### src/rtl/rvdec_pkg.sv
`default_nettype none
// ----------------------------------------------------------------------------
// rvdec_pkg: shared types and constants of the RV32I instruction decoder
// Major opcodes, mnemonic indexes, status codes, the format class that the
// front end attaches to each item, and the funct3 lookup tables.
// ----------------------------------------------------------------------------
package rvdec_pkg;

    // major opcodes (bits 6..0)
    localparam logic [6:0] OPC_OP     = 7'b0110011;
    localparam logic [6:0] OPC_STORE  = 7'b0100011;
    localparam logic [6:0] OPC_BRANCH = 7'b1100011;
    localparam logic [6:0] OPC_JAL    = 7'b1101111;
    localparam logic [6:0] OPC_AUIPC  = 7'b0010111;
    localparam logic [6:0] OPC_LUI    = 7'b0110111;
    localparam logic [6:0] OPC_OPIMM  = 7'b0010011;
    localparam logic [6:0] OPC_LOAD   = 7'b0000011;
    localparam logic [6:0] OPC_JALR   = 7'b1100111;
    localparam logic [6:0] OPC_SYSTEM = 7'b1110011;

    localparam logic [6:0] F7_BASE = 7'b0000000;
    localparam logic [6:0] F7_ALT  = 7'b0100000;

    // status codes
    localparam logic [1:0] ST_OK     = 2'd0;
    localparam logic [1:0] ST_FUNC   = 2'd1;
    localparam logic [1:0] ST_OPCODE = 2'd2;

    // mnemonic indexes
    localparam logic [5:0] MN_ADD    = 6'd0;
    localparam logic [5:0] MN_SUB    = 6'd1;
    localparam logic [5:0] MN_AND    = 6'd2;
    localparam logic [5:0] MN_OR     = 6'd3;
    localparam logic [5:0] MN_XOR    = 6'd4;
    localparam logic [5:0] MN_SLL    = 6'd5;
    localparam logic [5:0] MN_SRL    = 6'd6;
    localparam logic [5:0] MN_SRA    = 6'd7;
    localparam logic [5:0] MN_SLT    = 6'd8;
    localparam logic [5:0] MN_SLTU   = 6'd9;
    localparam logic [5:0] MN_SLLI   = 6'd10;
    localparam logic [5:0] MN_SRLI   = 6'd11;
    localparam logic [5:0] MN_SRAI   = 6'd12;
    localparam logic [5:0] MN_ADDI   = 6'd13;
    localparam logic [5:0] MN_ANDI   = 6'd14;
    localparam logic [5:0] MN_ORI    = 6'd15;
    localparam logic [5:0] MN_XORI   = 6'd16;
    localparam logic [5:0] MN_SLTI   = 6'd17;
    localparam logic [5:0] MN_SLTIU  = 6'd18;
    localparam logic [5:0] MN_LB     = 6'd19;
    localparam logic [5:0] MN_LBU    = 6'd20;
    localparam logic [5:0] MN_LH     = 6'd21;
    localparam logic [5:0] MN_LHU    = 6'd22;
    localparam logic [5:0] MN_LW     = 6'd23;
    localparam logic [5:0] MN_JALR   = 6'd24;
    localparam logic [5:0] MN_EBREAK = 6'd25;
    localparam logic [5:0] MN_ECALL  = 6'd26;
    localparam logic [5:0] MN_SB     = 6'd27;
    localparam logic [5:0] MN_SH     = 6'd28;
    localparam logic [5:0] MN_SW     = 6'd29;
    localparam logic [5:0] MN_BEQ    = 6'd30;
    localparam logic [5:0] MN_BGE    = 6'd31;
    localparam logic [5:0] MN_BGEU   = 6'd32;
    localparam logic [5:0] MN_BLT    = 6'd33;
    localparam logic [5:0] MN_BLTU   = 6'd34;
    localparam logic [5:0] MN_BNE    = 6'd35;
    localparam logic [5:0] MN_JAL    = 6'd36;
    localparam logic [5:0] MN_AUIPC  = 6'd37;
    localparam logic [5:0] MN_LUI    = 6'd38;

    // queue between front and back end
    localparam int QDEPTH = 2;
    localparam int QAW    = (QDEPTH > 1) ? $clog2(QDEPTH) : 1;
    localparam int QCW    = $clog2(QDEPTH + 1);

    typedef enum logic [3:0] {
        FMT_OP     = 4'd0,
        FMT_OPIMM  = 4'd1,
        FMT_LOAD   = 4'd2,
        FMT_JALR   = 4'd3,
        FMT_SYSTEM = 4'd4,
        FMT_STORE  = 4'd5,
        FMT_BRANCH = 4'd6,
        FMT_JAL    = 4'd7,
        FMT_AUIPC  = 4'd8,
        FMT_LUI    = 4'd9,
        FMT_BAD    = 4'd10
    } fmt_t;

    typedef struct packed {
        logic [31:0] word;
        fmt_t        fmt;
    } fe_item_t;

    typedef struct packed {
        logic       ok;
        logic [5:0] mn;
    } mn_lookup_t;

    function automatic mn_lookup_t r_lookup(input logic [2:0] f3);
        mn_lookup_t lk;
        lk.ok = 1'b1;
        case (f3)
            3'd0: lk.mn = MN_ADD;
            3'd1: lk.mn = MN_SLL;
            3'd2: lk.mn = MN_SLT;
            3'd3: lk.mn = MN_SLTU;
            3'd4: lk.mn = MN_XOR;
            3'd5: lk.mn = MN_SRL;
            3'd6: lk.mn = MN_OR;
            default: lk.mn = MN_AND;
        endcase
        return lk;
    endfunction

    function automatic mn_lookup_t ia_lookup(input logic [2:0] f3);
        mn_lookup_t lk;
        lk.ok = 1'b1;
        case (f3)
            3'd0: lk.mn = MN_ADDI;
            3'd1: lk.mn = MN_SLLI;
            3'd2: lk.mn = MN_SLTI;
            3'd3: lk.mn = MN_SLTIU;
            3'd4: lk.mn = MN_XORI;
            3'd5: lk.mn = MN_SRLI;
            3'd6: lk.mn = MN_ORI;
            default: lk.mn = MN_ANDI;
        endcase
        return lk;
    endfunction

    function automatic mn_lookup_t ld_lookup(input logic [2:0] f3);
        mn_lookup_t lk;
        lk.ok = 1'b1;
        case (f3)
            3'd0: lk.mn = MN_LB;
            3'd1: lk.mn = MN_LH;
            3'd2: lk.mn = MN_LW;
            3'd4: lk.mn = MN_LBU;
            3'd5: lk.mn = MN_LHU;
            default: begin
                lk.ok = 1'b0;
                lk.mn = MN_ADD;
            end
        endcase
        return lk;
    endfunction

    function automatic mn_lookup_t st_lookup(input logic [2:0] f3);
        mn_lookup_t lk;
        lk.ok = 1'b1;
        case (f3)
            3'd0: lk.mn = MN_SB;
            3'd1: lk.mn = MN_SH;
            3'd2: lk.mn = MN_SW;
            default: begin
                lk.ok = 1'b0;
                lk.mn = MN_ADD;
            end
        endcase
        return lk;
    endfunction

    function automatic mn_lookup_t br_lookup(input logic [2:0] f3);
        mn_lookup_t lk;
        lk.ok = 1'b1;
        case (f3)
            3'd0: lk.mn = MN_BEQ;
            3'd1: lk.mn = MN_BNE;
            3'd4: lk.mn = MN_BLT;
            3'd5: lk.mn = MN_BGE;
            3'd6: lk.mn = MN_BLTU;
            3'd7: lk.mn = MN_BGEU;
            default: begin
                lk.ok = 1'b0;
                lk.mn = MN_ADD;
            end
        endcase
        return lk;
    endfunction

endpackage
`default_nettype wire

### src/rtl/rvdec_front.sv
`default_nettype none
// ----------------------------------------------------------------------------
// rvdec_front: instruction intake and opcode classification
// Accepts instruction words, tags each with its format class from the major
// opcode and holds it in a register stage until the queue takes it.
// ----------------------------------------------------------------------------
module rvdec_front (
    input  wire logic                aclk,
    input  wire logic                aresetn,
    input  wire logic                s_valid,
    output logic                     s_ready,
    input  wire logic [31:0]         s_instruction_word,
    output logic                     fe_valid,
    input  wire logic                fe_ready,
    output rvdec_pkg::fe_item_t      fe_item
);

    logic                 valid_reg;
    logic                 valid_next;
    rvdec_pkg::fe_item_t  item_reg;
    rvdec_pkg::fmt_t      fmt;

    always_comb begin
        case (s_instruction_word[6:0])
            rvdec_pkg::OPC_OP:     fmt = rvdec_pkg::FMT_OP;
            rvdec_pkg::OPC_OPIMM:  fmt = rvdec_pkg::FMT_OPIMM;
            rvdec_pkg::OPC_LOAD:   fmt = rvdec_pkg::FMT_LOAD;
            rvdec_pkg::OPC_JALR:   fmt = rvdec_pkg::FMT_JALR;
            rvdec_pkg::OPC_SYSTEM: fmt = rvdec_pkg::FMT_SYSTEM;
            rvdec_pkg::OPC_STORE:  fmt = rvdec_pkg::FMT_STORE;
            rvdec_pkg::OPC_BRANCH: fmt = rvdec_pkg::FMT_BRANCH;
            rvdec_pkg::OPC_JAL:    fmt = rvdec_pkg::FMT_JAL;
            rvdec_pkg::OPC_AUIPC:  fmt = rvdec_pkg::FMT_AUIPC;
            rvdec_pkg::OPC_LUI:    fmt = rvdec_pkg::FMT_LUI;
            default:               fmt = rvdec_pkg::FMT_BAD;
        endcase
    end

    // stage is free when empty or when its item leaves this cycle
    assign s_ready = !valid_reg || fe_ready;

    always_comb begin
        valid_next = valid_reg;
        if (s_ready) begin
            valid_next = s_valid;
        end
    end

    always_ff @(posedge aclk) begin
        if (!aresetn) begin
            valid_reg <= 1'b0;
        end else begin
            valid_reg <= valid_next;
        end
    end

    always_ff @(posedge aclk) begin
        if (s_valid && s_ready) begin
            item_reg.word <= s_instruction_word;
            item_reg.fmt  <= fmt;
        end
    end

    assign fe_valid = valid_reg;
    assign fe_item  = item_reg;

endmodule
`default_nettype wire

### src/rtl/rvdec_queue.sv
`default_nettype none
// ----------------------------------------------------------------------------
// rvdec_queue: short queue between front and back end
// Circular buffer of classified items; lets either side stall on its own.
// ----------------------------------------------------------------------------
module rvdec_queue (
    input  wire logic                aclk,
    input  wire logic                aresetn,
    input  wire logic                push_valid,
    output logic                     push_ready,
    input  wire rvdec_pkg::fe_item_t push_item,
    output logic                     pop_valid,
    input  wire logic                pop_ready,
    output rvdec_pkg::fe_item_t      pop_item
);

    localparam logic [rvdec_pkg::QAW-1:0] LAST_IDX = rvdec_pkg::QAW'(rvdec_pkg::QDEPTH - 1);
    localparam logic [rvdec_pkg::QCW-1:0] FULL_CNT = rvdec_pkg::QCW'(rvdec_pkg::QDEPTH);

    rvdec_pkg::fe_item_t           mem [rvdec_pkg::QDEPTH];
    logic [rvdec_pkg::QAW-1:0]     wr_ptr_reg;
    logic [rvdec_pkg::QAW-1:0]     wr_ptr_next;
    logic [rvdec_pkg::QAW-1:0]     rd_ptr_reg;
    logic [rvdec_pkg::QAW-1:0]     rd_ptr_next;
    logic [rvdec_pkg::QCW-1:0]     count_reg;
    logic [rvdec_pkg::QCW-1:0]     count_next;
    logic                          push;
    logic                          pop;

    assign push_ready = (count_reg != FULL_CNT);
    assign pop_valid  = (count_reg != '0);
    assign push       = push_valid && push_ready;
    assign pop        = pop_valid && pop_ready;
    assign pop_item   = mem[rd_ptr_reg];

    always_comb begin
        wr_ptr_next = wr_ptr_reg;
        rd_ptr_next = rd_ptr_reg;
        count_next  = count_reg;
        if (push) begin
            wr_ptr_next = (wr_ptr_reg == LAST_IDX) ? '0 : wr_ptr_reg + 1'b1;
        end
        if (pop) begin
            rd_ptr_next = (rd_ptr_reg == LAST_IDX) ? '0 : rd_ptr_reg + 1'b1;
        end
        if (push && !pop) begin
            count_next = count_reg + 1'b1;
        end else if (pop && !push) begin
            count_next = count_reg - 1'b1;
        end
    end

    always_ff @(posedge aclk) begin
        if (!aresetn) begin
            wr_ptr_reg <= '0;
            rd_ptr_reg <= '0;
            count_reg  <= '0;
        end else begin
            wr_ptr_reg <= wr_ptr_next;
            rd_ptr_reg <= rd_ptr_next;
            count_reg  <= count_next;
        end
    end

    always_ff @(posedge aclk) begin
        if (push) begin
            mem[wr_ptr_reg] <= push_item;
        end
    end

endmodule
`default_nettype wire

### src/rtl/rvdec_back.sv
`default_nettype none
// ----------------------------------------------------------------------------
// rvdec_back: field extraction and result register
// Takes classified items from the queue, resolves funct3/funct7, builds the
// immediate and register fields, and holds the result for the consumer.
// ----------------------------------------------------------------------------
module rvdec_back (
    input  wire logic                aclk,
    input  wire logic                aresetn,
    input  wire logic                q_valid,
    output logic                     q_ready,
    input  wire rvdec_pkg::fe_item_t q_item,
    output logic                     m_valid,
    input  wire logic                m_ready,
    output logic [5:0]               m_mnemonic,
    output logic [4:0]               m_dest_reg,
    output logic [4:0]               m_src1_reg,
    output logic [4:0]               m_src2_reg,
    output logic signed [31:0]       m_immediate,
    output logic [1:0]               m_status
);

    logic               valid_reg;
    logic               valid_next;
    logic [5:0]         mn_reg;
    logic [4:0]         rd_reg;
    logic [4:0]         rs1_reg;
    logic [4:0]         rs2_reg;
    logic [31:0]        imm_reg;
    logic [1:0]         st_reg;

    logic [5:0]         mn;
    logic [4:0]         d;
    logic [4:0]         s1;
    logic [4:0]         s2;
    logic [31:0]        imm;
    logic [1:0]         st;

    always_comb begin
        logic [31:0]           w;
        logic [2:0]            f3;
        logic [6:0]            f7;
        logic [31:0]           i12;
        rvdec_pkg::mn_lookup_t lk;

        w   = q_item.word;
        f3  = w[14:12];
        f7  = w[31:25];
        i12 = {{20{w[31]}}, w[31:20]};
        lk  = rvdec_pkg::r_lookup(f3);
        mn  = rvdec_pkg::MN_ADD;
        d   = '0;
        s1  = '0;
        s2  = '0;
        imm = '0;
        st  = rvdec_pkg::ST_OK;

        case (q_item.fmt)
            rvdec_pkg::FMT_OP: begin
                mn = lk.mn;
                if (f3 == 3'd0 || f3 == 3'd5) begin
                    if (f7 == rvdec_pkg::F7_ALT) begin
                        mn = lk.mn + 6'd1;
                    end else if (f7 != rvdec_pkg::F7_BASE) begin
                        st = rvdec_pkg::ST_FUNC;
                    end
                end
                d  = w[11:7];
                s1 = w[19:15];
                s2 = w[24:20];
            end
            rvdec_pkg::FMT_OPIMM: begin
                lk = rvdec_pkg::ia_lookup(f3);
                mn = lk.mn;
                d  = w[11:7];
                s1 = w[19:15];
                if (f3 == 3'd1) begin
                    imm = {27'd0, w[24:20]};
                end else if (f3 == 3'd5) begin
                    imm = {27'd0, w[24:20]};
                    if (f7 == rvdec_pkg::F7_ALT) begin
                        mn = rvdec_pkg::MN_SRAI;
                    end else if (f7 != rvdec_pkg::F7_BASE) begin
                        st = rvdec_pkg::ST_FUNC;
                    end
                end else begin
                    imm = i12;
                end
            end
            rvdec_pkg::FMT_LOAD: begin
                lk = rvdec_pkg::ld_lookup(f3);
                if (!lk.ok) begin
                    st = rvdec_pkg::ST_FUNC;
                end
                mn  = lk.mn;
                d   = w[11:7];
                s1  = w[19:15];
                imm = i12;
            end
            rvdec_pkg::FMT_JALR: begin
                if (f3 != 3'd0) begin
                    st = rvdec_pkg::ST_FUNC;
                end
                mn  = rvdec_pkg::MN_JALR;
                d   = w[11:7];
                s1  = w[19:15];
                imm = i12;
            end
            rvdec_pkg::FMT_SYSTEM: begin
                if (f3 != 3'd0) begin
                    st = rvdec_pkg::ST_FUNC;
                end else if (w[31:20] == 12'h000) begin
                    mn = rvdec_pkg::MN_ECALL;
                end else if (w[31:20] == 12'h001) begin
                    mn = rvdec_pkg::MN_EBREAK;
                end else begin
                    st = rvdec_pkg::ST_FUNC;
                end
            end
            rvdec_pkg::FMT_STORE: begin
                lk = rvdec_pkg::st_lookup(f3);
                if (!lk.ok) begin
                    st = rvdec_pkg::ST_FUNC;
                end
                mn  = lk.mn;
                s1  = w[19:15];
                s2  = w[24:20];
                imm = {{20{w[31]}}, w[31:25], w[11:7]};
            end
            rvdec_pkg::FMT_BRANCH: begin
                lk = rvdec_pkg::br_lookup(f3);
                if (!lk.ok) begin
                    st = rvdec_pkg::ST_FUNC;
                end
                mn  = lk.mn;
                s1  = w[19:15];
                s2  = w[24:20];
                imm = {{19{w[31]}}, w[31], w[7], w[30:25], w[11:8], 1'b0};
            end
            rvdec_pkg::FMT_JAL: begin
                mn  = rvdec_pkg::MN_JAL;
                d   = w[11:7];
                imm = {{11{w[31]}}, w[31], w[19:12], w[20], w[30:21], 1'b0};
            end
            rvdec_pkg::FMT_AUIPC: begin
                mn  = rvdec_pkg::MN_AUIPC;
                d   = w[11:7];
                imm = {w[31:12], 12'd0};
            end
            rvdec_pkg::FMT_LUI: begin
                mn  = rvdec_pkg::MN_LUI;
                d   = w[11:7];
                imm = {w[31:12], 12'd0};
            end
            default: begin
                st = rvdec_pkg::ST_OPCODE;
            end
        endcase

        // zero all fields of a rejected item
        if (st != rvdec_pkg::ST_OK) begin
            mn  = rvdec_pkg::MN_ADD;
            d   = '0;
            s1  = '0;
            s2  = '0;
            imm = '0;
        end
    end

    assign q_ready = !valid_reg || m_ready;

    always_comb begin
        valid_next = valid_reg;
        if (q_ready) begin
            valid_next = q_valid;
        end
    end

    always_ff @(posedge aclk) begin
        if (!aresetn) begin
            valid_reg <= 1'b0;
        end else begin
            valid_reg <= valid_next;
        end
    end

    always_ff @(posedge aclk) begin
        if (q_valid && q_ready) begin
            mn_reg  <= mn;
            rd_reg  <= d;
            rs1_reg <= s1;
            rs2_reg <= s2;
            imm_reg <= imm;
            st_reg  <= st;
        end
    end

    assign m_valid     = valid_reg;
    assign m_mnemonic  = mn_reg;
    assign m_dest_reg  = rd_reg;
    assign m_src1_reg  = rs1_reg;
    assign m_src2_reg  = rs2_reg;
    assign m_immediate = imm_reg;
    assign m_status    = st_reg;

    a_reject_zero: assert property (@(posedge aclk) disable iff (!aresetn)
        (m_valid && m_status != rvdec_pkg::ST_OK) |->
            (m_mnemonic == rvdec_pkg::MN_ADD && m_dest_reg == 5'd0 &&
             m_src1_reg == 5'd0 && m_src2_reg == 5'd0 && m_immediate == 32'sd0))
        else $error("rejected item carries nonzero fields");

    a_status_code: assert property (@(posedge aclk) disable iff (!aresetn)
        m_valid |-> (m_status == rvdec_pkg::ST_OK || m_status == rvdec_pkg::ST_FUNC ||
                     m_status == rvdec_pkg::ST_OPCODE))
        else $error("undefined status code");

    a_mn_range: assert property (@(posedge aclk) disable iff (!aresetn)
        m_valid |-> (m_mnemonic <= rvdec_pkg::MN_LUI))
        else $error("mnemonic index out of range");

    a_take_on_free: assert property (@(posedge aclk) disable iff (!aresetn)
        (q_valid && q_ready) |=> m_valid)
        else $error("taken item did not reach the result register");

endmodule
`default_nettype wire

### src/rtl/rv32i_instruction_decoder.sv
`default_nettype none
// ----------------------------------------------------------------------------
// rv32i_instruction_decoder: RV32I instruction decoder
// Decodes one 32-bit instruction word into mnemonic, register numbers,
// immediate and status.
// ----------------------------------------------------------------------------
// Sustains one instruction word per clock cycle with no gaps while m_ready
// stays high. A result passes from the front register, which classifies
// the major opcode, through a two-entry queue between front and back end,
// to the back end, which resolves funct3/funct7 and the immediate into its
// result register; all three are registered. Up to four items can be held
// (front register, two queue entries, result register); once all of them
// are occupied while m_ready stays low, s_ready drops until a result is
// taken. No clearing pass or setup is needed after reset.
// ----------------------------------------------------------------------------
module rv32i_instruction_decoder (
    input  wire logic               aclk,
    input  wire logic               aresetn,
    input  wire logic               s_valid,
    output logic                    s_ready,
    input  wire logic [31:0]        s_instruction_word,
    output logic                    m_valid,
    input  wire logic               m_ready,
    output logic [5:0]              m_mnemonic,
    output logic [4:0]              m_dest_reg,
    output logic [4:0]              m_src1_reg,
    output logic [4:0]              m_src2_reg,
    output logic signed [31:0]      m_immediate,
    output logic [1:0]              m_status
);

    logic                 fe_valid;
    logic                 fe_ready;
    rvdec_pkg::fe_item_t  fe_item;
    logic                 q_valid;
    logic                 q_ready;
    rvdec_pkg::fe_item_t  q_item;

    rvdec_front u_front (
        .aclk               (aclk),
        .aresetn            (aresetn),
        .s_valid            (s_valid),
        .s_ready            (s_ready),
        .s_instruction_word (s_instruction_word),
        .fe_valid           (fe_valid),
        .fe_ready           (fe_ready),
        .fe_item            (fe_item)
    );

    rvdec_queue u_queue (
        .aclk       (aclk),
        .aresetn    (aresetn),
        .push_valid (fe_valid),
        .push_ready (fe_ready),
        .push_item  (fe_item),
        .pop_valid  (q_valid),
        .pop_ready  (q_ready),
        .pop_item   (q_item)
    );

    rvdec_back u_back (
        .aclk        (aclk),
        .aresetn     (aresetn),
        .q_valid     (q_valid),
        .q_ready     (q_ready),
        .q_item      (q_item),
        .m_valid     (m_valid),
        .m_ready     (m_ready),
        .m_mnemonic  (m_mnemonic),
        .m_dest_reg  (m_dest_reg),
        .m_src1_reg  (m_src1_reg),
        .m_src2_reg  (m_src2_reg),
        .m_immediate (m_immediate),
        .m_status    (m_status)
    );

endmodule
`default_nettype wire
### config.mk
export PLATFORM = sky130hd
export DESIGN_NAME = rv32i_instruction_decoder
export DESIGN_NICKNAME = d
export VERILOG_FILES = /design/src/rtl/rvdec_pkg.sv /design/src/rtl/rvdec_front.sv /design/src/rtl/rvdec_queue.sv /design/src/rtl/rvdec_back.sv /design/src/rtl/rv32i_instruction_decoder.sv
export SDC_FILE = /design/constraint.sdc
export NUM_CORES = 1
export LEC_CHECK = 0
export BUFFER_PORTS_ARGS = -buffer_cell sky130_fd_sc_hd__buf_2
export CAP_MARGIN = 25
export CELL_PAD_IN_SITES_DETAIL_PLACEMENT = 0
export CELL_PAD_IN_SITES_GLOBAL_PLACEMENT = 2
export CORE_MARGIN = 4
export CORE_UTILIZATION = 43
export DETAILED_ROUTE_END_ITERATION = 7
export PLACE_DENSITY_LB_ADDON = 0.3
export SETUP_SLACK_MARGIN = 0.5
export SLEW_MARGIN = 10
export SYNTH_ARGS = -nofsm -noshare
export SYNTH_HDL_FRONTEND = slang
export SYNTH_SLANG_ARGS = --single-unit
### constraint.sdc
create_clock -name aclk -period 7.36 [get_ports aclk]
set_clock_uncertainty 0.1 [all_clocks]
set_input_delay 1.472 -clock aclk [delete_from_list [all_inputs] [get_ports aclk]]
set_output_delay 1.472 -clock aclk [all_outputs]
set_load 0.02 [all_outputs]
==> results.sh, run 1 <==
export IMPL_outcome="finished, final reports clean"
export IMPL_ant_nets=0
export IMPL_synth_most_common_cell="edfxtp_1"
export IMPL_final_util_pct=52.6
export IMPL_ys_types=67
export IMPL_largest_register="u_queue.mem"
export IMPL_cap_violations=0
export IMPL_dieArea_um2=17300
export IMPL_synth_top_cell_area_share_pct=64.9
export IMPL_drt_iter0_drc=245
export IMPL_syn_area_per_cell_um2=13.7
export IMPL_min_to="u_queue.mem[1][34]"
export IMPL_finalHoldViolCount=0
export IMPL_crit_type="reg -> reg"
export IMPL_place_area_um2=7170
export IMPL_pwr_density_cell_nw_per_um2=377
export IMPL_clock_latency_ns=0.42
export IMPL_yosys_warnings=0
export IMPL_ys_seq_area_share_pct=67.0
export IMPL_drtPass1Iterations=5
export IMPL_tns_ns=0
export IMPL_relSlewSlack_pct=43.3
export IMPL_drc_errors=0
export IMPL_min_period_ns=3.45
export IMPL_clkSlewWorstSetupHoldPaths_ns=0.06
export IMPL_synth_main_ff_cell="edfxtp_1"
export IMPL_area_growth_pct=18.0
export IMPL_syn_num_nets=518
export IMPL_grt_pass1_wl_mm=23.0
export IMPL_cp_arrival_ns=3.60
export IMPL_cp_end_kind="register"
export IMPL_largest_register_ffs=58
export IMPL_cp_start_kind="register"
export IMPL_cts_tree="yes"
export IMPL_rrSetupSlack_ns=3.91
export IMPL_numPortBuffers=92
export IMPL_rsz0062_at_grt="no"
export IMPL_drv_slew=0
export IMPL_cts_sink_count=149
export IMPL_num_rows=44
export IMPL_worst_pin_slew_ns=0.849
export IMPL_grt_pass1_vias=4202
export IMPL_routabilityCongestion=0.885
export IMPL_fmax_mhz=290
export IMPL_hold_depth=0
export IMPL_hold_path_startpoint="u_front.fe_item[34]"
export IMPL_cts_root_buf="clkbuf_16"
export IMPL_via_per_inst=5.43
export IMPL_drt_total_wl_mm=14.3
export IMPL_reg2reg_depth=6
export IMPL_total_power_w=0.00293
export IMPL_cts_hold_buf=0
export IMPL_finalCritPeriodShare_pct=46.8
export IMPL_dp_hpwl_mm=10.1
export IMPL_fp_dieW_um=132
export IMPL_cp_max_fo=46
export IMPL_required_ns=7.52
export IMPL_start_util_pct=44.5
export IMPL_cts_setup_buffers=0
export IMPL_r2r_end="u_back.m_dest_reg[0]"
export IMPL_synth_edf_count=142
export IMPL_routedWlPerCell_um=18.5
export IMPL_grt_ovfl_total=0
export IMPL_finalSetupViolCount=0
export IMPL_fin_area_um2=7750
export IMPL_synthesis_area_um2=6570
export IMPL_leakage_nw=2.73
export IMPL_vdd_drop_max_mv=0.401
export IMPL_numCtsBuffers=17
export IMPL_antenna_found_initial=0
export IMPL_synth_area_leader_cell="edfxtp_1"
export IMPL_drive_gt1_share_pct=28.4
export IMPL_grt_use_total_pct=17.0
export IMPL_synth_cells=481
export IMPL_diodes=0
export IMPL_fin_nets=613
export IMPL_yosys_top_cells_count="142 x edfxtp_1, 39 x nand2_1, 36 x a21oi_1"
export IMPL_core_um2=14800
export IMPL_die_h_um=132
export IMPL_hold_path_class="reg -> reg"
export IMPL_vias=4201
export IMPL_synthTopCellsByArea="edfxtp_1 65%, mux2_2 3.3%, a21oi_1 2.7%"
export IMPL_ctsResizeCount=0
export IMPL_ys_ff_latch=149
export IMPL_grt_start_max_net_pins=58
export IMPL_clock_path_buffers=2
export IMPL_io_pins=93
export IMPL_async_reset_ff_share_pct=0
export IMPL_htree_levels=4
==> logic make-up (layout without fill, tap and decap cells) <==
kind of cell | count (synthesis) | after routing | synth area share [%]
muxes | 31 | 31 | 5.20
buffers and inverters | 31 | 139 | 2.61
xor gates and xnor gates | 8 | 8 | 1.07
DFF | 149 | 149 | 67.0
adders and majority gates | 1 | 1 | 0.190
AOI/OAI and AO/OA | 108 | 108 | 11.7
and+or+nand+nor | 153 | 153 | 12.2
==> cell type report <==
type / instances / area, um^2
Fill cell: 1289 / 7000
Sequential cell: 149 / 4410
Multi-Input combinational cell: 301 / 2000
Timing Repair Buffer: 99 / 517
Clock buffer: 21 / 482
Tap cell: 184 / 230
Clock inverter: 11 / 86.3
Inverter: 8 / 30.0
==> critical path, stage by stage, from the launching register on <==
cell and delay (ns):
dfxtp_2 0.79, buf_4 0.54, mux2_2 0.43, a21oi_2 0.49, o21bai_1 0.48, or2_2 0.28
nor3b_2 0.17
==> cells in the final DEF (no fill, tap or decap), types with 5 or more instances in the layout <==
cell type / n
mux2_2: 19
nor4_1: 7
inv_1: 8
nand3_1: 13
a22oi_1: 6
nand2_1: 39
buf_2: 92
or3_1: 5
buf_4: 6
and2_1: 5
clkbuf_16: 18
nor2_1: 26
xor2_1: 5
nand2b_1: 13
o21ai_0: 12
mux2i_1: 10
a21oi_1: 36
edfxtp_1: 142
dfxtp_1: 6
nor3_1: 11
nor2b_1: 14
==> stage by stage <==
step,instances,hold WS (ns),worst slack [ns]
finish,773,0.339,3.91
global route,773,0.359,3.73
CTS,772,0.342,3.92
detailed placement,740,0.332,3.88
global placement,740,0.322,3.95
floorplan,481,0.321,2.24
==> routing by layer <==
layer | share of wire (%) | GRT usage (%) | vias up
met2 | 50 | 28.5 | 124
met1 | 43 | 21.7 | 2016
met4 | 1.1 | 5.08 | 0
met5 | 0 | 0 | -
li1 | - | - | 2047
met3 | 5.3 | 4.74 | 14
==> report_power, final <==
group          internal [W]  leakage (nW)  switching [W]
combinational      0.000282          1.04       0.000579
clock              0.000475         0.286       0.000338
sequential          0.00116          1.41      0.0000919
total               0.00192          2.73        0.00101
==> worst max path at each step <==
stage              from                    to  slack (ns)  cells after the start
2_1_floorplan   m_ready  u_queue.count_reg[1]        2.24                      6
3_3_place_gp    m_ready  u_queue.count_reg[1]        3.95                      8
3_5_place_dp    m_ready  u_queue.count_reg[1]        3.88                      8
4_1_cts        register  u_back.m_dest_reg[0]        3.92                      6
5_1_grt        register  u_back.m_dest_reg[0]        3.73                      6
6_report       register  u_back.m_dest_reg[0]        3.91                      6
No activity file was read; power rests on OpenSTA's default activity.
==> run 2: changes to the inputs <==
CORE_UTILIZATION = 40   (was 43)
clock period = 3.4 ns   (was 7.36 ns; I/O delays follow)
==> results.sh, run 2 (synthesis results as in run 1) <==
export IMPL_total_power_w=0.00650
export IMPL_relSlewSlack_pct=38.8
export IMPL_cp_max_fo=19
export IMPL_fmax_mhz=374
export IMPL_die_h_um=136
export IMPL_cts_tree="yes"
export IMPL_reg2reg_depth=7
export IMPL_routedWlPerCell_um=18.1
export IMPL_grt_start_max_net_pins=57
export IMPL_fin_nets=618
export IMPL_fp_dieW_um=136
export IMPL_drt_iter0_drc=355
export IMPL_numPortBuffers=92
export IMPL_via_per_inst=5.30
export IMPL_htree_levels=4
export IMPL_slowest_delay_ns=0.54
export IMPL_hold_path_class="in -> reg"
export IMPL_holdWs_ns=0.328
export IMPL_cp_end_kind="register"
export IMPL_leakage_nw=2.75
export IMPL_required_ns=3.44
export IMPL_numCtsBuffers=17
export IMPL_clock_path_buffers=2
export IMPL_cp_start_kind="register"
export IMPL_ant_nets=0
export IMPL_grt_pass1_wl_mm=22.8
export IMPL_cts_sink_count=149
export IMPL_cts_hold_buf=0
export IMPL_dieArea_um2=18500
export IMPL_pre_cts_slack_ns=0.441
export IMPL_fin_cells=810
export IMPL_vdd_drop_max_mv=0.384
export IMPL_area_growth_pct=19.8
export IMPL_crit_type="reg -> reg"
export IMPL_drtPass1Iterations=5
export IMPL_outcome="finished, final reports clean"
export IMPL_fill_cells=1444
export IMPL_tns_ns=0
export IMPL_min_period_ns=2.67
export IMPL_num_rows=46
export IMPL_vias=4293
export IMPL_pwr_density_cell_nw_per_um2=826
export IMPL_io_pins=93
export IMPL_diodes=0
export IMPL_placed_cells=776
export IMPL_finalCritPeriodShare_pct=78.6
export IMPL_largest_register="u_queue.mem"
export IMPL_clock_latency_ns=0.42
export IMPL_drt_total_wl_mm=14.7
export IMPL_crit_chain="buf_4 -> o32ai_2 -> nand2_1 -> o221a_2 -> o211ai_2 -> buf_6 -> a21oi_1"
export IMPL_antenna_found_initial=0
export IMPL_core_um2=16000
export IMPL_setup_ws_ns=0.727
export IMPL_cp_arrival_ns=2.71
export IMPL_routabilityCongestion=0.889
export IMPL_drive_gt1_share_pct=29.3
export IMPL_dp_hpwl_mm=10.3
export IMPL_clkSlewWorstSetupHoldPaths_ns=0.06
export IMPL_drv_slew=0
export IMPL_start_util_pct=41.1
export IMPL_hold_depth=1
export IMPL_cts_root_buf="clkbuf_16"
export IMPL_grt_use_total_pct=16.4
export IMPL_crit_slowest_cell="o32ai_2"
export IMPL_grt_ovfl_total=0
export IMPL_mostFrequentLayoutCells="142 x edfxtp_1, 92 x buf_2, 39 x nand2_1, 35 x a21oi_1, 26 x nor2_1"
export IMPL_finalSetupViolCount=0
export IMPL_final_common_cell="edfxtp_1"
export IMPL_grt_pass1_vias=4218
export IMPL_largest_register_ffs=58
export IMPL_drc_errors=0
export IMPL_rsz0062_at_grt="no"
export IMPL_worst_pin_slew_ns=0.916
export IMPL_finalHoldViolCount=0
export IMPL_cap_violations=0
[run 2: changes by cell type in the layout (fill, tap and decap cells not counted), moves of 2 or more]
cell,delta
clkbuf_8,-2
inv_4,-2
buf_4,+4
bufinv_16,+2
clkinvlp_4,+3
[run 2: cell type report]
type	count	area, um^2	area share (%)
sequential	149	4410	56.0
multi-input combinational	301	2010	25.5
timing repair buffer	104	558	7.09
clock buffer	17	425	5.40
tap	216	270	3.43
clock inverter	15	173	2.19
inverter	8	30.0	0.381
[run 2: per-stage QoR]
stage | cell area (um^2) | utilization, %
global placement | 7240 | 45.3
floorplan | 6580 | -
finish | 7870 | 49.2
detailed placement | 7240 | 45.3
global route | 7870 | 49.2
CTS | 7850 | 49.0
[run 2: repair_timing]
item | in CTS | in global routing
endpoints found under the setup margin | 10 | 11
gates resized for setup | 1 | 1
setup buffers | 0 | 1
[run 2: final timing paths]
path,end,slack [ns],startpoint
worst max-delay path,u_back.m_immediate[12],0.73,register
worst min-delay path,u_front.fe_item[21],0.33,s_instruction_word[17]
worst max register to register,u_back.m_immediate[12],0.73,register
worst min register to register,u_queue.mem[0][17],0.34,u_front.fe_item[17]
[run 2: critical path: cells and delay by family, from the launching register on]
family / cells / cell delay, ns
AO/OA/AOI/OAI: 4 / 1.20
flip-flops: 1 / 0.42
buffers and inverters: 2 / 0.45
AND/OR/NAND/NOR: 1 / 0.20
[run 2: power breakdown]
group          leakage, nW  switching [W]  internal (W)
Clock                0.285       0.000778       0.00110
Combinational         1.06        0.00129      0.000639
Sequential            1.41       0.000177       0.00252
Total                 2.75        0.00225       0.00425
[run 2: metal layers]
layer	share of wire, %	up-vias	wire length, um	track usage (%)
li1	-	2053	-	-
met1	43	2058	6320	21.5
met2	48	158	7040	26.1
met3	7.1	24	1040	4.48
met4	1.8	0	258	6.10
met5	0	-	0	0
==> run 3: changes to the inputs <==
clock period = 2.5 ns   (was 3.4 ns; I/O delays follow)
==> results.sh, run 3 (synthesis results as in run 1) <==
export IMPL_cp_end_kind="register"
export IMPL_clock_path_buffers=2
export IMPL_fp_dieW_um=136
export IMPL_drc_errors=0
export IMPL_leakage_nw=3.09
export IMPL_hold_path_class="in -> reg"
export IMPL_worst_pin_slew_ns=0.742
export IMPL_hold_depth=1
export IMPL_routabilityCongestion=0.877
export IMPL_relSlewSlack_pct=50.0
export IMPL_internal_power_w=0.00608
export IMPL_cap_violations=0
export IMPL_mostFrequentLayoutCells="142 x edfxtp_1, 92 x buf_2, 57 x buf_4, 38 x nand2_1, 33 x a21oi_1"
export IMPL_start_util_pct=41.1
export IMPL_crit_chain="or3_1 -> nand3_1 -> nand4_1 -> o221a_4 -> o211ai_4 -> buf_12 -> nor2_1"
export IMPL_numCtsBuffers=17
export IMPL_drtPass1Iterations=5
export IMPL_grt_pass1_wl_mm=24.8
export IMPL_worstSetupStartpoint="u_queue.mem[1][18]"
export IMPL_finalSetupViolCount=0
export IMPL_area_growth_pct=31.5
export IMPL_hold_path_startpoint="s_instruction_word[27]"
export IMPL_reg2reg_depth=7
export IMPL_via_per_inst=5.22
export IMPL_slowest_delay_ns=0.52
export IMPL_min_to="u_front.fe_item[31]"
export IMPL_switching_share_pct=34.9
export IMPL_pwr_share_seq_pct=39.0
export IMPL_crit_type="reg -> reg"
export IMPL_antenna_found_initial=0
export IMPL_pre_cts_slack_ns=-0.0736
export IMPL_drive_gt1_share_pct=40.7
export IMPL_dieArea_um2=18500
export IMPL_rsz0062_at_grt="yes"
export IMPL_cp_max_fo=25
export IMPL_crit_slowest_cell="edfxtp_1"
export IMPL_finalHoldViolCount=0
export IMPL_grt_pass1_vias=4498
export IMPL_core_um2=16000
export IMPL_fill_cells=1385
export IMPL_numPortBuffers=92
export IMPL_cp_start_kind="register"
export IMPL_htree_levels=4
export IMPL_min_period_ns=2.22
export IMPL_multi_input_area_um2=2340
export IMPL_ant_nets=0
export IMPL_grt_use_total_pct=17.9
export IMPL_power_frac_clock_pct=25.5
export IMPL_cts_sink_count=149
export IMPL_cts_tree="yes"
export IMPL_rr_startpoint="u_queue.mem[1][18]"
export IMPL_final_common_cell="edfxtp_1"
export IMPL_vias=4518
export IMPL_grt_start_max_net_pins=57
export IMPL_dp_hpwl_mm=11.1
export IMPL_num_rows=46
export IMPL_pwr_density_cell_nw_per_um2=1080
export IMPL_cts_root_buf="clkbuf_16"
export IMPL_diodes=0
export IMPL_die_h_um=136
export IMPL_drt_iter0_drc=336
export IMPL_r2r_end="u_back.m_immediate[11]"
export IMPL_tns_ns=0
export IMPL_rrSetupSlack_ns=0.28
export IMPL_largest_register_ffs=58
export IMPL_outcome="finished, final reports clean"
export IMPL_final_util_pct=54.0
export IMPL_required_ns=2.57
export IMPL_combPwrFrac_pct=35.5
export IMPL_seqCellArea_um2=4410
export IMPL_p_switching_w=0.00326
export IMPL_total_power_w=0.00934
export IMPL_io_pins=93
export IMPL_drv_slew=0
export IMPL_grt_ovfl_total=0
export IMPL_clkSlewWorstSetupHoldPaths_ns=0.06
export IMPL_fmax_mhz=451
export IMPL_drt_total_wl_mm=15.9
export IMPL_finalCritPeriodShare_pct=88.7
export IMPL_cp_arrival_ns=2.29
export IMPL_clock_latency_ns=0.42
export IMPL_setup_ws_ns=0.283
export IMPL_fin_nets=673
export IMPL_routedWlPerCell_um=18.4
export IMPL_largest_register="u_queue.mem"
export IMPL_vdd_drop_max_mv=1.22
## run 3: cell types whose count changed in the layout (fill, tap and decap cells not counted), sizes merged
| cell | before | now |
|---|---|---|
| buf | 104 | 159 |
| bufinv | 2 | 1 |
| clkbuf | 17 | 18 |
| clkinv | 5 | 4 |
| inv | 13 | 14 |
## run 3: metal layers
layer | up-vias | track usage, % | wire length [um]
li1 | 2159 | - | -
met1 | 2173 | 23.3 | 6920
met2 | 155 | 28.9 | 7680
met3 | 31 | 4.11 | 866
met4 | 0 | 7.22 | 430
met5 | - | 0 | 0
## run 3: layout make-up
class / instances / area share, %
inverters: 8 / 0.348
flip-flops and latches: 149 / 51.0
repair buffers: 159 / 11.9
clock buffers: 18 / 4.97
well taps: 216 / 3.13
multi-input cells: 301 / 27.1
clock inverters: 14 / 1.45
## run 3: worst max path at each step
stage / slack [ns] / to
5_1_grt: 0.21 / u_back.m_immediate[6]
4_1_cts: 0.31 / u_back.m_immediate[11]
2_1_floorplan: 0.12 / u_queue.count_reg[1]
3_3_place_gp: -0.07 / u_back.m_immediate[10]
3_5_place_dp: -0.07 / u_back.m_immediate[20]
6_report: 0.28 / u_back.m_immediate[11]
## run 3: power groups by stage
stage	Combinational, W	Sequential [W]	Clock [W]
CTS	0.00326	0.00364	0.00244
detailed placement	0.00299	0.00371	0
finish	0.00331	0.00364	0.00238
floorplan	0.00165	0.00405	0
global route	0.00356	0.00368	0.00256
global placement	0.00298	0.00370	0
## run 3: what timing repair did
action                                  in CTS  in global routing
gates resized for setup                     31                 17
setup buffers                               22                  3
endpoints found under the setup margin      54                 54
pin swaps                                   12                  8
hold buffers                                 0                  0
## run 3: critical path, delay by kind of cell, from the launching register on
kind / cells / cell delay [ns]
compound gates: 2 / 0.44
buf+inv: 1 / 0.20
flops: 1 / 0.52
simple gates: 4 / 0.69
## run 3: through the flow
stage	hold slack, ns	std cells	cell area [um^2]
global placement	0.324	808	7650
global route	0.129	865	8640
CTS	0.128	862	8540
floorplan	0.321	481	6790
finish	0.148	865	8640
detailed placement	0.331	808	7650
